**config.mk**
```make
export PLATFORM = sky130hd
export DESIGN_NAME = modbus_read_holding_response_parser_unit
export DESIGN_NICKNAME = d
export VERILOG_FILES = /design/src/sv/mrhp_pkg.sv /design/src/sv/mrhp_core.sv /design/src/sv/modbus_read_holding_response_parser_unit.sv
export SDC_FILE = /design/constraint.sdc
export NUM_CORES = 1
export LEC_CHECK = 0
export ABC_AREA = 1
export ABC_CLOCK_PERIOD_IN_PS = 8300
export CAP_MARGIN = 30
export CORE_MARGIN = 4
export CORE_UTILIZATION = 60
export DETAILED_ROUTE_END_ITERATION = 8
export DONT_BUFFER_PORTS = 1
export PLACE_DENSITY = 0.76
export REMOVE_ABC_BUFFERS = 1
export SETUP_SLACK_MARGIN = 0.2
export SKIP_LAST_GASP = 1
export SYNTH_ARGS = -nofsm -noshare
export SYNTH_HDL_FRONTEND = slang
export SYNTH_SLANG_ARGS = --single-unit
```
**constraint.sdc**
```tcl
create_clock -name clk -period 8.3 [get_ports clk]
set_input_delay 0.415 -clock clk [delete_from_list [all_inputs] [get_ports clk]]
set_output_delay 0.415 -clock clk [all_outputs]
set_load 0.005 [all_outputs]
```
**src/sv/mrhp_pkg.sv**
```systemverilog
// Shared types and codes for the read holding registers response parser.
// No dependencies; imported by mrhp_core and the top-level unit.
package mrhp_pkg;

	localparam int unsigned BYTE_W  = 8;
	localparam int unsigned ADDR_W  = 16;
	localparam int unsigned VALUE_W = 16;
	localparam int unsigned COUNT_W = 7;
	localparam int unsigned KIND_W  = 3;
	localparam int unsigned ERR_W   = 2;
	localparam int unsigned CFG_IDX_W  = 2;
	localparam int unsigned CFG_DATA_W = 16;
	localparam int unsigned OUT_DATA_W = 48;

	localparam logic [BYTE_W-1:0] FC_READ_HOLDING = 8'h03;
	localparam logic [BYTE_W-1:0] EXC_FLAG        = 8'h80;

	typedef enum logic [KIND_W-1:0] {
		EV_START = 3'd0,
		EV_VALUE = 3'd1,
		EV_END   = 3'd2,
		EV_EXC   = 3'd3,
		EV_ERROR = 3'd4
	} ev_kind_t;

	typedef enum logic [ERR_W-1:0] {
		ERR_SLAVE = 2'd0,
		ERR_FUNC  = 2'd1,
		ERR_TRUNC = 2'd2,
		ERR_COUNT = 2'd3
	} err_code_t;

	typedef enum logic [CFG_IDX_W-1:0] {
		CFG_EXPECTED_SLAVE = 2'd0,
		CFG_START_ADDRESS  = 2'd1,
		CFG_REGISTER_COUNT = 2'd2
	} cfg_index_t;

	typedef enum logic [5:0] {
		PH_ADDR  = 6'b000001,
		PH_FUNC  = 6'b000010,
		PH_COUNT = 6'b000100,
		PH_DATA  = 6'b001000,
		PH_EXC   = 6'b010000,
		PH_SKIP  = 6'b100000
	} phase_t;

	typedef struct packed {
		logic [KIND_W-1:0]  event_kind;
		logic [ADDR_W-1:0]  reg_address;
		logic [VALUE_W-1:0] reg_value;
		logic [BYTE_W-1:0]  exception_code;
		logic [ERR_W-1:0]   error_code;
		logic               run_last;
	} result_t;

	typedef struct packed {
		logic [BYTE_W-1:0]  expected_slave;
		logic [ADDR_W-1:0]  start_address;
		logic [COUNT_W-1:0] register_count;
	} cfg_t;

endpackage

```
**src/sv/mrhp_core.sv**
```systemverilog
// Frame parsing state machine: consumes one byte per step and produces up to two results.
// Depends on mrhp_pkg.
module mrhp_core #(
	parameter int unsigned MAX_REGISTERS = 125
) (
	input  logic                     clk,
	input  logic                     arst_n,
	input  logic                     step,
	input  logic [7:0]               frame_byte,
	input  logic                     last_byte,
	input  mrhp_pkg::cfg_t           cfg,
	output logic [1:0]               n_results,
	output mrhp_pkg::result_t        res0,
	output mrhp_pkg::result_t        res1
);
	import mrhp_pkg::*;

	localparam logic [COUNT_W-1:0] MAX_COUNT = COUNT_W'(MAX_REGISTERS);

	phase_t              phase_q, phase_d;
	logic [ADDR_W-1:0]   cur_addr_q, cur_addr_d;
	logic [COUNT_W-1:0]  remaining_q, remaining_d;
	logic [BYTE_W-1:0]   high_hold_q, high_hold_d;
	logic                high_valid_q, high_valid_d;
	logic [COUNT_W-1:0]  rem_dec;
	logic [BYTE_W-1:0]   count_expected;
	logic                count_ok;

	function automatic result_t mk(input ev_kind_t kind, input err_code_t err);
		result_t r;
		r = '0;
		r.event_kind = kind;
		r.error_code = err;
		return r;
	endfunction

	assign rem_dec        = remaining_q - COUNT_W'(1);
	assign count_expected = {cfg.register_count, 1'b0};
	assign count_ok       = (cfg.register_count != '0) && (cfg.register_count <= MAX_COUNT)
		&& (frame_byte == count_expected);

	always_comb begin
		phase_d      = phase_q;
		cur_addr_d   = cur_addr_q;
		remaining_d  = remaining_q;
		high_hold_d  = high_hold_q;
		high_valid_d = high_valid_q;
		n_results    = 2'd0;
		res0         = '0;
		res1         = '0;
		unique case (phase_q)
			PH_ADDR: begin
				if (frame_byte != cfg.expected_slave) begin
					n_results = 2'd1;
					res0 = mk(EV_ERROR, ERR_SLAVE);
					phase_d = last_byte ? PH_ADDR : PH_SKIP;
					high_valid_d = 1'b0;
				end else if (last_byte) begin
					n_results = 2'd1;
					res0 = mk(EV_ERROR, ERR_TRUNC);
					phase_d = PH_ADDR;
					high_valid_d = 1'b0;
				end else begin
					phase_d = PH_FUNC;
				end
			end
			PH_FUNC: begin
				if (frame_byte == FC_READ_HOLDING || frame_byte == (FC_READ_HOLDING | EXC_FLAG)) begin
					if (last_byte) begin
						n_results = 2'd1;
						res0 = mk(EV_ERROR, ERR_TRUNC);
						phase_d = PH_ADDR;
						high_valid_d = 1'b0;
					end else begin
						phase_d = (frame_byte == FC_READ_HOLDING) ? PH_COUNT : PH_EXC;
					end
				end else begin
					n_results = 2'd1;
					res0 = mk(EV_ERROR, ERR_FUNC);
					phase_d = last_byte ? PH_ADDR : PH_SKIP;
					high_valid_d = 1'b0;
				end
			end
			PH_COUNT: begin
				if (!count_ok) begin
					n_results = 2'd1;
					res0 = mk(EV_ERROR, ERR_COUNT);
					phase_d = last_byte ? PH_ADDR : PH_SKIP;
					high_valid_d = 1'b0;
				end else begin
					n_results = 2'd1;
					res0 = mk(EV_START, ERR_SLAVE);
					cur_addr_d = cfg.start_address;
					remaining_d = cfg.register_count;
					high_valid_d = 1'b0;
					high_hold_d = '0;
					if (last_byte) begin
						n_results = 2'd2;
						res1 = mk(EV_ERROR, ERR_TRUNC);
						phase_d = PH_ADDR;
					end else begin
						phase_d = PH_DATA;
					end
				end
			end
			PH_DATA: begin
				if (!high_valid_q) begin
					high_hold_d = frame_byte;
					high_valid_d = 1'b1;
					if (last_byte) begin
						n_results = 2'd1;
						res0 = mk(EV_ERROR, ERR_TRUNC);
						phase_d = PH_ADDR;
						high_valid_d = 1'b0;
					end
				end else begin
					res0 = mk(EV_VALUE, ERR_SLAVE);
					res0.reg_address = cur_addr_q;
					res0.reg_value = {high_hold_q, frame_byte};
					cur_addr_d = cur_addr_q + ADDR_W'(1);
					remaining_d = rem_dec;
					high_valid_d = 1'b0;
					n_results = 2'd1;
					if (rem_dec == '0) begin
						n_results = 2'd2;
						res1 = mk(EV_END, ERR_SLAVE);
						phase_d = last_byte ? PH_ADDR : PH_SKIP;
					end else if (last_byte) begin
						n_results = 2'd2;
						res1 = mk(EV_ERROR, ERR_TRUNC);
						phase_d = PH_ADDR;
					end
				end
			end
			PH_EXC: begin
				n_results = 2'd1;
				res0 = mk(EV_EXC, ERR_SLAVE);
				res0.exception_code = frame_byte;
				phase_d = last_byte ? PH_ADDR : PH_SKIP;
				high_valid_d = 1'b0;
			end
			default: begin
				// Skip phase: discard bytes up to the end of the frame.
				if (last_byte) begin
					phase_d = PH_ADDR;
				end
			end
		endcase
		if (n_results == 2'd1) begin
			res0.run_last = 1'b1;
		end
		if (n_results == 2'd2) begin
			res1.run_last = 1'b1;
		end
	end

	always_ff @(posedge clk or negedge arst_n) begin
		if (!arst_n) begin
			phase_q      <= PH_ADDR;
			cur_addr_q   <= '0;
			remaining_q  <= '0;
			high_valid_q <= 1'b0;
		end else if (step) begin
			phase_q      <= phase_d;
			cur_addr_q   <= cur_addr_d;
			remaining_q  <= remaining_d;
			high_valid_q <= high_valid_d;
		end
	end

	always_ff @(posedge clk) begin
		if (step) begin
			high_hold_q <= high_hold_d;
		end
	end

	// A register count check that passes implies the count is in range and nonzero.
	a_count_range: assert property (@(posedge clk) disable iff (!arst_n)
		step && phase_q == PH_COUNT && count_ok |=> remaining_q != '0)
		else $error("register count accepted outside its range");
	a_value_needs_high: assert property (@(posedge clk) disable iff (!arst_n)
		step && res0.event_kind == EV_VALUE && n_results != 2'd0 |-> high_valid_q)
		else $error("value emitted without a held high byte");
	a_end_closes: assert property (@(posedge clk) disable iff (!arst_n)
		step && n_results == 2'd2 && res1.event_kind == EV_END |=> !high_valid_q)
		else $error("high byte still held after end of data");

endmodule

```
**src/sv/modbus_read_holding_response_parser_unit.sv**
```systemverilog
// Top level of the read holding registers response parser: stream ports, configuration
// registers, input register and a two-entry result queue. Depends on mrhp_pkg and mrhp_core.

// The unit takes one response byte per cycle on the slave stream while its result queue has
// room, and reports start, register value, end, exception and error events on the master
// stream, one event per transfer. A byte is registered on acceptance and parsed, once the
// queue has room for its events, into a two-entry result queue whose head is presented on
// the master stream. Most bytes cause at most one event; a byte that causes two events (start
// with truncation, last value with end or truncation) fills the queue, which drains one
// event per cycle while the master stream is ready. Configuration writes are always taken and
// should be made between frames.
module modbus_read_holding_response_parser_unit #(
	parameter int unsigned MAX_REGISTERS = 125
) (
	input  logic        clk,
	input  logic        arst_n,
	// Slave stream: tdata = frame_byte[7:0]; tlast = last_byte.
	input  logic        s_axis_tvalid,
	output logic        s_axis_tready,
	input  logic [7:0]  s_axis_tdata,
	input  logic        s_axis_tlast,
	// Master stream: tdata = reg_address[15:0], reg_value[31:16], exception_code[39:32],
	// error_code[41:40], zero padding[47:42]; tlast = run_last.
	output logic        m_axis_tvalid,
	input  logic        m_axis_tready,
	output logic [47:0] m_axis_tdata,
	output logic        m_axis_tlast,
	// tuser = event_kind[2:0].
	output logic [2:0]  m_axis_tuser,
	// Configuration write channel.
	input  logic        cfg_valid,
	output logic        cfg_ready,
	input  logic [1:0]  cfg_index,
	input  logic [15:0] cfg_data
);
	import mrhp_pkg::*;

	cfg_t               cfg_q;
	logic               valid_s1;
	logic [BYTE_W-1:0]  byte_s1;
	logic               last_s1;
	result_t            q0_q, q1_q;
	logic [1:0]         cnt_q;
	logic [1:0]         n_results;
	result_t            res0, res1;
	logic               pop;
	logic [1:0]         cnt_left;
	logic [2:0]         cnt_need;
	logic               advance;
	logic               in_xfer;
	result_t            keep0;

	assign cfg_ready = 1'b1;

	always_ff @(posedge clk or negedge arst_n) begin
		if (!arst_n) begin
			cfg_q.expected_slave <= '0;
			cfg_q.start_address  <= '0;
			cfg_q.register_count <= COUNT_W'(1);
		end else if (cfg_valid) begin
			unique case (cfg_index)
				CFG_EXPECTED_SLAVE: cfg_q.expected_slave <= cfg_data[BYTE_W-1:0];
				CFG_START_ADDRESS:  cfg_q.start_address  <= cfg_data[ADDR_W-1:0];
				CFG_REGISTER_COUNT: cfg_q.register_count <= cfg_data[COUNT_W-1:0];
				default: ;
			endcase
		end
	end

	mrhp_core #(
		.MAX_REGISTERS(MAX_REGISTERS)
	) u_core (
		.clk       (clk),
		.arst_n    (arst_n),
		.step      (advance),
		.frame_byte(byte_s1),
		.last_byte (last_s1),
		.cfg       (cfg_q),
		.n_results (n_results),
		.res0      (res0),
		.res1      (res1)
	);

	assign pop      = m_axis_tvalid && m_axis_tready;
	assign cnt_left = cnt_q - {1'b0, pop};
	assign cnt_need = {1'b0, cnt_left} + {1'b0, n_results};
	assign advance  = valid_s1 && (cnt_need <= 3'd2);
	assign s_axis_tready = !valid_s1 || advance;
	assign in_xfer  = s_axis_tvalid && s_axis_tready;
	assign keep0    = pop ? q1_q : q0_q;

	always_ff @(posedge clk or negedge arst_n) begin
		if (!arst_n) begin
			valid_s1 <= 1'b0;
		end else if (s_axis_tready) begin
			valid_s1 <= s_axis_tvalid;
		end
	end

	always_ff @(posedge clk) begin
		if (in_xfer) begin
			byte_s1 <= s_axis_tdata;
			last_s1 <= s_axis_tlast;
		end
	end

	always_ff @(posedge clk or negedge arst_n) begin
		if (!arst_n) begin
			cnt_q <= '0;
		end else begin
			cnt_q <= advance ? cnt_need[1:0] : cnt_left;
		end
	end

	// The queue keeps its head in the first entry; new events go behind what remains.
	always_ff @(posedge clk) begin
		if (advance && cnt_left == 2'd0) begin
			q0_q <= res0;
			q1_q <= res1;
		end else if (advance && cnt_left == 2'd1) begin
			q0_q <= keep0;
			q1_q <= res0;
		end else if (pop) begin
			q0_q <= q1_q;
		end
	end

	assign m_axis_tvalid = cnt_q != 2'd0;
	assign m_axis_tdata  = {6'd0, q0_q.error_code, q0_q.exception_code, q0_q.reg_value,
		q0_q.reg_address};
	assign m_axis_tlast  = q0_q.run_last;
	assign m_axis_tuser  = q0_q.event_kind;

	a_queue_bound: assert property (@(posedge clk) disable iff (!arst_n)
		cnt_q != 2'd3)
		else $error("result queue overfilled");
	a_end_is_last: assert property (@(posedge clk) disable iff (!arst_n)
		m_axis_tvalid && m_axis_tuser == EV_END |-> m_axis_tlast)
		else $error("end event not marked as the last of its byte");
	a_exc_is_last: assert property (@(posedge clk) disable iff (!arst_n)
		m_axis_tvalid && m_axis_tuser == EV_EXC |-> m_axis_tlast)
		else $error("exception event not marked as the last of its byte");
	a_addr_only_value: assert property (@(posedge clk) disable iff (!arst_n)
		m_axis_tvalid && m_axis_tuser != EV_VALUE |-> m_axis_tdata[31:0] == 32'd0)
		else $error("address or value set on a non-value event");

endmodule

```
== Word level (Yosys, flattened, before mapping) ==
Index checks and enable logic that the tools add are counted.

* Add/subtract/negate cells: 4
* $lt $le $gt $ge: 2
* Eq/ne operators: 17
* Multiplexer cells: 52
* Reduce and logical (&&, ||, !) cells: 26

{| class="wikitable"
|+ Operator list
! cell !! number
|-
| $mux W46 || 12
|-
| $pmux W46 S5 || 1
|-
| $pmux W46 S2 || 1
|-
| $mux W6 || 8
|-
| $mux W16 || 2
|-
| $pmux W16 S2 || 1
|-
| $pmux W6 S5 || 1
|-
| $add A16 B1 Y16 const B || 1
|-
| $mux W8 || 2
|-
| $pmux W8 S2 || 1
|-
| $mux W2 || 7
|-
| $mux W7 || 2
|-
| $pmux W7 S2 || 1
|-
| $pmux W2 S5 || 1
|-
| $mux W1 || 9
|-
| $eq A8 B2 Y1 const B || 1
|-
| $eq A8 B8 Y1 || 1
|-
| $eq A8 B8 Y1 const B || 1
|-
| $ne A8 B8 Y1 || 1
|-
| $reduce_and A2 Y1 || 4
|-
| $reduce_and A4 Y1 || 2
|-
| $reduce_bool A2 Y1 || 4
|-
| $le A7 B7 Y1 const B || 1
|-
| $logic_and A1 B1 Y1 || 7
|-
| other kinds (23) || 29
|}

* Register bits: 173
* Output and inout bits: 55
* Word-level logic and storage cells: 125

== Depth between registers and ports, before layout ==
* Word-level depth: 11
* Depth in mapped cells: 21

== Hierarchy ==
A second synthesis with hierarchy kept.

* Cell total of the unflattened synthesis: 1,087
* Area, all modules: 9,157.5 um2

{| class="wikitable"
|+ By module, submodules not included
! module !! instances !! cells each !! area each (um2) !! seq. area each (um2)
|-
| modbus_read_holding_response_parser_unit || 1 || 564 || 5,748.0 || 3,885.0
|-
| mrhp_core || 1 || 523 || 3,409.5 || 992.2
|}

== Worst setup path after synthesis ==
OpenSTA, ideal clock, no wires.

* Kind: register to register
* Start point: register u_core.remaining_q[0]
* End point: register q0_q, in the netlist m_axis_tdata[0], enable pin
* Library setup time: 0.513 ns
* Arrival: 5.226 ns
* Required time: 7.787 ns
* Slack: 2.561 ns
* Cell stages (with the launch flop): 21
* Clock period less this slack: 5.739 ns
* Path through: dfrtp_1 > inv_1 > ha_1 > inv_1 > nand2_1 > nand2_1 > nor2_1 > nand3_1 > nor2_1 > nand4_1 > nand3_1 > nand2_1 > ha_1 > fa_1 > a21oi_2 > nand2_4 > nor2_4 > nand2_2 > buf_6 > buf_2 > o21ai_0

* Word-level cells in the longest chain between the ends: 10

{| class="wikitable"
|+ RTL lines
! element !! line !! source
|-
| start: declaration || mrhp_core.sv:22 || <nowiki>logic [COUNT_W-1:0] remaining_q, remaining_d;</nowiki>
|-
| start signal: assignment || mrhp_core.sv:166 || <nowiki>remaining_q <= remaining_d;</nowiki>
|-
| $sub A7 B1 Y7 || mrhp_core.sv:37 || <nowiki>assign rem_dec = remaining_q - COUNT_W'(1);</nowiki>
|-
| $logic_not A7 Y1 || mrhp_core.sv:124 || <nowiki>if (rem_dec == '0) begin</nowiki>
|-
| $mux W2 || mrhp_core.sv:124 ||
|-
| $mux W2 || mrhp_core.sv:107 || <nowiki>if (!high_valid_q) begin</nowiki>
|-
| $pmux W2 S5 || mrhp_core.sv:51 || <nowiki>unique case (phase_q)</nowiki>
|-
| $add A2 B2 Y3 || modbus_read_holding_response_parser_unit.sv:86 || <nowiki>assign cnt_need = {1'b0, cnt_left} + {1'b0, n_results};</nowiki>
|-
| $le A3 B2 Y1 || modbus_read_holding_response_parser_unit.sv:87 || <nowiki>assign advance = valid_s1 && (cnt_need <= 3'd2);</nowiki>
|-
| $logic_and A1 B1 Y1 || modbus_read_holding_response_parser_unit.sv:87 ||
|-
| $logic_and A1 B1 Y1 || modbus_read_holding_response_parser_unit.sv:117 || <nowiki>if (advance && cnt_left == 2'd0) begin</nowiki>
|-
| $reduce_bool A2 Y1 (no line) || -- ||
|-
| end signal: assignment || modbus_read_holding_response_parser_unit.sv:118 || <nowiki>q0_q <= res0;</nowiki>
|-
| end signal: assignment || modbus_read_holding_response_parser_unit.sv:121 || <nowiki>q0_q <= keep0;</nowiki>
|-
| end signal: assignment || modbus_read_holding_response_parser_unit.sv:124 || <nowiki>q0_q <= q1_q;</nowiki>
|-
| end: declaration || modbus_read_holding_response_parser_unit.sv:42 || <nowiki>result_t q0_q, q1_q;</nowiki>
|}

No other way between the ends.
A chain may end at the register's enable or synchronous reset.

== Final worst setup path ==
* Start point: register u_core.phase_q[0]
* End point: register q0_q, in the netlist m_axis_tdata[38], data pin

* Word-level cells in the longest chain between the ends: 7

{| class="wikitable"
|+ RTL lines
! element !! line !! source
|-
| start: declaration || mrhp_core.sv:20 || <nowiki>phase_t phase_q, phase_d;</nowiki>
|-
| start signal: assignment || mrhp_core.sv:164 || <nowiki>phase_q <= phase_d;</nowiki>
|-
| $eq A6 B5 Y1, or another cell as far along || mrhp_core.sv:51 ||
|-
| $pmux W2 S5 || mrhp_core.sv:51 ||
|-
| $add A2 B2 Y3 || modbus_read_holding_response_parser_unit.sv:86 ||
|-
| $le A3 B2 Y1 || modbus_read_holding_response_parser_unit.sv:87 ||
|-
| $logic_and A1 B1 Y1 || modbus_read_holding_response_parser_unit.sv:87 ||
|-
| $logic_and A1 B1 Y1 || modbus_read_holding_response_parser_unit.sv:117 ||
|-
| $mux W46 * || modbus_read_holding_response_parser_unit.sv:117 ||
|}

Mark *: on every way between the ends. The rest lies on a longest branch, timed or not.

==> summary.md <==
| Metric | Value |
|---|---|
| Pins over their slew limit | 0 |
| Sequential fraction of the synthesis area | 58.2% |
| Die width | roughly 130 um |
| Internal | ~2300 uW |
| Overflow left after global routing | 0 |
| Power share of the combinational group | between 30% and 40% |
| Count of routing violations after the opening detailed-route iteration | approximately 700 |
| Min cycle time layout | ~5.3 ns |
| Delay of the slowest critical-path stage | around 0.65 ns |
| Worst setup slack after layout | about 3.0 ns |
| Average cell area after synthesis | 9.80 um2 |
| Critical path's most frequent cell | sky130_fd_sc_hd__buf_4 |
| Number of input and output port buffers inserted | 0 |
| Leading cell types in the layout, fill and taps excluded | 208 x sky130_fd_sc_hd__nand2_1, 109 x sky130_fd_sc_hd__edfxtp_1, 80 x sky130_fd_sc_hd__inv_1 |
| Reported net switching power | 1580 uW |
| Layout Cell Area excl Fill | about 9000 um2 |
| Crit Path Category | flop to flop |
| Total number of vias | 5,856 |
| Starting density of the core | between 60% and 70% |
| Residual DRC | 0 |
| Class of the tightest hold or removal check | input pin to flop |
| Area of the die | roughly 16,000 um2 |
| Part of the cycle the worst path needs | a little under two thirds |
| Number of buffers on the longest clock path | 2 |
| Yosys reg bits | 173 |
| Required time at the worst-slack endpoint | roughly 8.5 ns |
| Overall die height | approximately 130 um |
| Max Freq | between 0.15 and 0.2 GHz |
| Unrepaired setup endpoints after global routing | false |
| Total I/O pin count | slightly below 90 |
| CTS H-tree depth | 4 |
| Total placed instance area | approximately 8400 um2 |
| Vias in the first global route | about 5,600 |
| Synthesis Warnings | 0 |
| 1st-pass router iterations | 5 |
| Transition time of the tightest slew-check pin | roughly 0.86 ns |
| Sink Count | between 150 and 200 |
| Kind of start point of the critical path | flop |
| Later-pin clock latency in the skew report | between 0.4 and 0.5 ns |
| Net count reported at finish | just under 900 |
| Root buffer cell | sky130_fd_sc_hd__clkbuf_16 |
| Cell chain of the critical path | nor2_2 -> nand3_2 -> buf_4 -> clkinv_2 -> nand3_1 -> nand2_1 -> ha_1 -> fa_1 -> a21oi_2 -> nand2_4 -> nor2_4 -> buf_4 -> nand2_2 -> buf_4 -> clkinv_1 -> nand2_1 -> o21ai_0 |
| Post-layout instance count excluding filler cells | 1,034 |
| First-pass GRT wire length | 28.2 mm |
| Share of total power in sequential cells | a little over two fifths |
| Post-Syn Instances | between 800 and 900 |
| Syn Std Cell Area | approximately 8400 um2 |
| Worst slew slack as a fraction of its limit | a little over two fifths |
| Placed Instances | about 1,000 |
| Fillers | around 1,100 |
| Area inside the core boundary | between 10,000 and 15,000 um2 |
| Slowest stage cell on the critical path | sky130_fd_sc_hd__buf_4 |
| Power density normalized to cell area | about 430 nW/um2 |
| Pre-CTS WS | around 3.1 ns |
| Total Routing Usage GR | 22.2% |
| Unique cell type count in the Yosys netlist | 42 |
| Final routed wire length divided by cell count | around 16 um |
| Worst-case clock skew | between 0.009 and 0.01 ns |
| Maximum vdd ir drop | 0.281 mV |
| Max-capacitance violation count | 0 |
| Leakage power summed over all cells | roughly 0.0038 uW |
| Area growth, synth to finish | 7.74% |
| Buffers & Inverters on Critical Path | 5 |
| Routed via count divided by cell count | ~5.7 |
| Commonest non-fill, non-tap cell in the layout | sky130_fd_sc_hd__nand2_1 |
| Clock buffer count from CTS | 17 |
| Antenna cells | 0 |
| Number of gates resized after cts | 0 |
| Register clock-pin slew on the reported worst setup and hold paths | 0.07 ns |
| Worst hold margin | around 0.078 ns |
| Final hold violation count | 0 |
| Number of routed nets with antenna violations | 0 |
| Aggregate negative setup slack | 0 ns |
| Aggregate routed wire length | between 15 and 20 mm |
| Antenna violations before repair | 0 |
| Pin count of the biggest net entering global routing | 86 |
| CP Max Fanout | 85 |
| Placement Rows | 42 |
| Fraction of layout instances using a drive strength above 1 | between 10% and 20% |
| Clock tree from TritonCTS | built |
| Data arrival time of the critical path | 5.47 ns |
| Run status | completed |
| Worst Setup End Kind | flop |
| Hpwl dp | between 10 and 15 mm |
| Clock Power Share | around a fifth |
| Sw frac | between 40% and 50% |
| Family with the most delay on the worst path | buffers and inverters |
| Placer Congestion | between 0.8 and 0.9 |
| Final setup violation count | 0 |
[state kept, by name (all words and copies together), names as in the netlist]
signal,count
cfg_q,31
q1_q,46
m_axis_tdata,42
byte_s1,8
last_s1,1
cnt_q,2
m_axis_tuser,3
u_core.cur_addr_q,16
u_core.remaining_q,7
m_axis_tlast,1
valid_s1,1
u_core.high_valid_q,1
u_core.phase_q,6
u_core.high_hold_q,8
[power groups by stage]
stage,sequential [uW],clock [uW],combinational (uW)
2_1_floorplan,1670,0,1040
3_3_place_gp,1700,0,1330
3_5_place_dp,1720,0,1410
4_1_cts,1710,758,1430
5_1_grt,1740,795,1600
6_report,1700,745,1420
[synth_stat cells (all sizes together)]
| cell | count | area (um2) |
|---|---|---|
| nor3 | 43 | 220 |
| fa | 1 | 20.0 |
| ha | 5 | 62.6 |
| and3 | 1 | 6.26 |
| clkbuf | 11 | 41.3 |
| edfxtp | 109 | 3270 |
| nand3 | 40 | 240 |
| inv | 88 | 330 |
| mux2 | 7 | 78.8 |
| buf | 31 | 235 |
| nand3b | 2 | 15.0 |
| dfrtp | 62 | 1550 |
| o211ai | 1 | 7.51 |
| a22oi | 1 | 7.51 |
| o21ai | 71 | 359 |
| xnor2 | 10 | 87.6 |
| a21oi | 12 | 82.6 |
| dfstp | 2 | 52.6 |
| xor2 | 14 | 123 |
| nor2 | 78 | 358 |
| a31oi | 2 | 12.5 |
| nand2 | 213 | 822 |
| clkinv | 4 | 16.3 |
| mux2i | 4 | 40.0 |
| nand4 | 9 | 56.3 |
| o31ai | 32 | 270 |
| conb | 2 | 7.51 |
[cell type report]
type | instances | area, um2 | share of cell area [%]
timing repair buffer | 8 | 115 | 1.28
tap | 176 | 220 | 2.44
clock buffer | 17 | 425 | 4.71
inverter | 92 | 347 | 3.84
sequential | 173 | 4880 | 54.0
clock inverter | 15 | 134 | 1.48
multi-input combinational | 553 | 2910 | 32.2
[worst reg2reg max path, delay by kind of cell, from the launching register on]
family,cells,cell delay (ns)
compound gates,2,0.25
fa+ha+maj,2,0.74
buf+inv,5,2.33
flops,1,0.56
simple gates,8,1.15
[metrics by stage]
stage | util (%) | power (uW)
after global placement | 62.3 | 3030
final | 67.1 | 3870
after floorplan | - | 2710
after detailed placement | 62.6 | 3130
after CTS | 67.1 | 3890
after global routing | 67.1 | 4140
[what timing repair did]
| action | CTS | global route |
|---|---|---|
| setup endpoints to repair | 0 | 0 |
| buffers inserted | 0 | 0 |
| hold buffers | 2 | 0 |
| hold endpoints to repair | 64 | 0 |
[metal layers]
metal / track usage (%) / part of all wire (%)
met4: 7.44 / 1.7
met3: 5.21 / 5.4
met1: 32.3 / 47
met5: 0 / 0
met2: 33.2 / 46
[path summary, 6_finish.rpt]
kind,start,end,slack (ns),depth (start not counted)
max,u_core.phase_q[0]$_DFFE_PN1P_,m_axis_tdata[38]$_DFFE_PP_,3.00,17
min,s_axis_tdata[4],byte_s1[4]$_DFFE_PP_,0.08,0
max reg2reg,u_core.phase_q[0]$_DFFE_PN1P_,m_axis_tdata[38]$_DFFE_PP_,3.00,17
min reg2reg,cfg_q[10]$_DFFE_PN0P_,cfg_q[10]$_DFFE_PN0P_,0.49,2
max in group asynchronous,arst_n,u_core.phase_q[0]$_DFFE_PN1P_,7.48,2
min in group asynchronous,arst_n,u_core.cur_addr_q[5]$_DFFE_PN0P_,0.51,2
[logic make-up (layout without fill, tap and decap cells)]
| group | Yosys count | after routing | share of synthesized area, % |
|---|---|---|---|
| other | 2 | 7 | 0.0897 |
| buffers and inverters | 134 | 132 | 7.44 |
| and+or+nand+nor | 386 | 386 | 20.5 |
| AOI/OAI and AO/OA | 119 | 119 | 8.83 |
| muxes | 11 | 11 | 1.42 |
| xor gates and xnor gates | 24 | 24 | 2.51 |
| adders and majority gates | 6 | 6 | 0.986 |
| DFF | 173 | 173 | 58.2 |
Note: power is estimated with default switching activity, not from simulation.
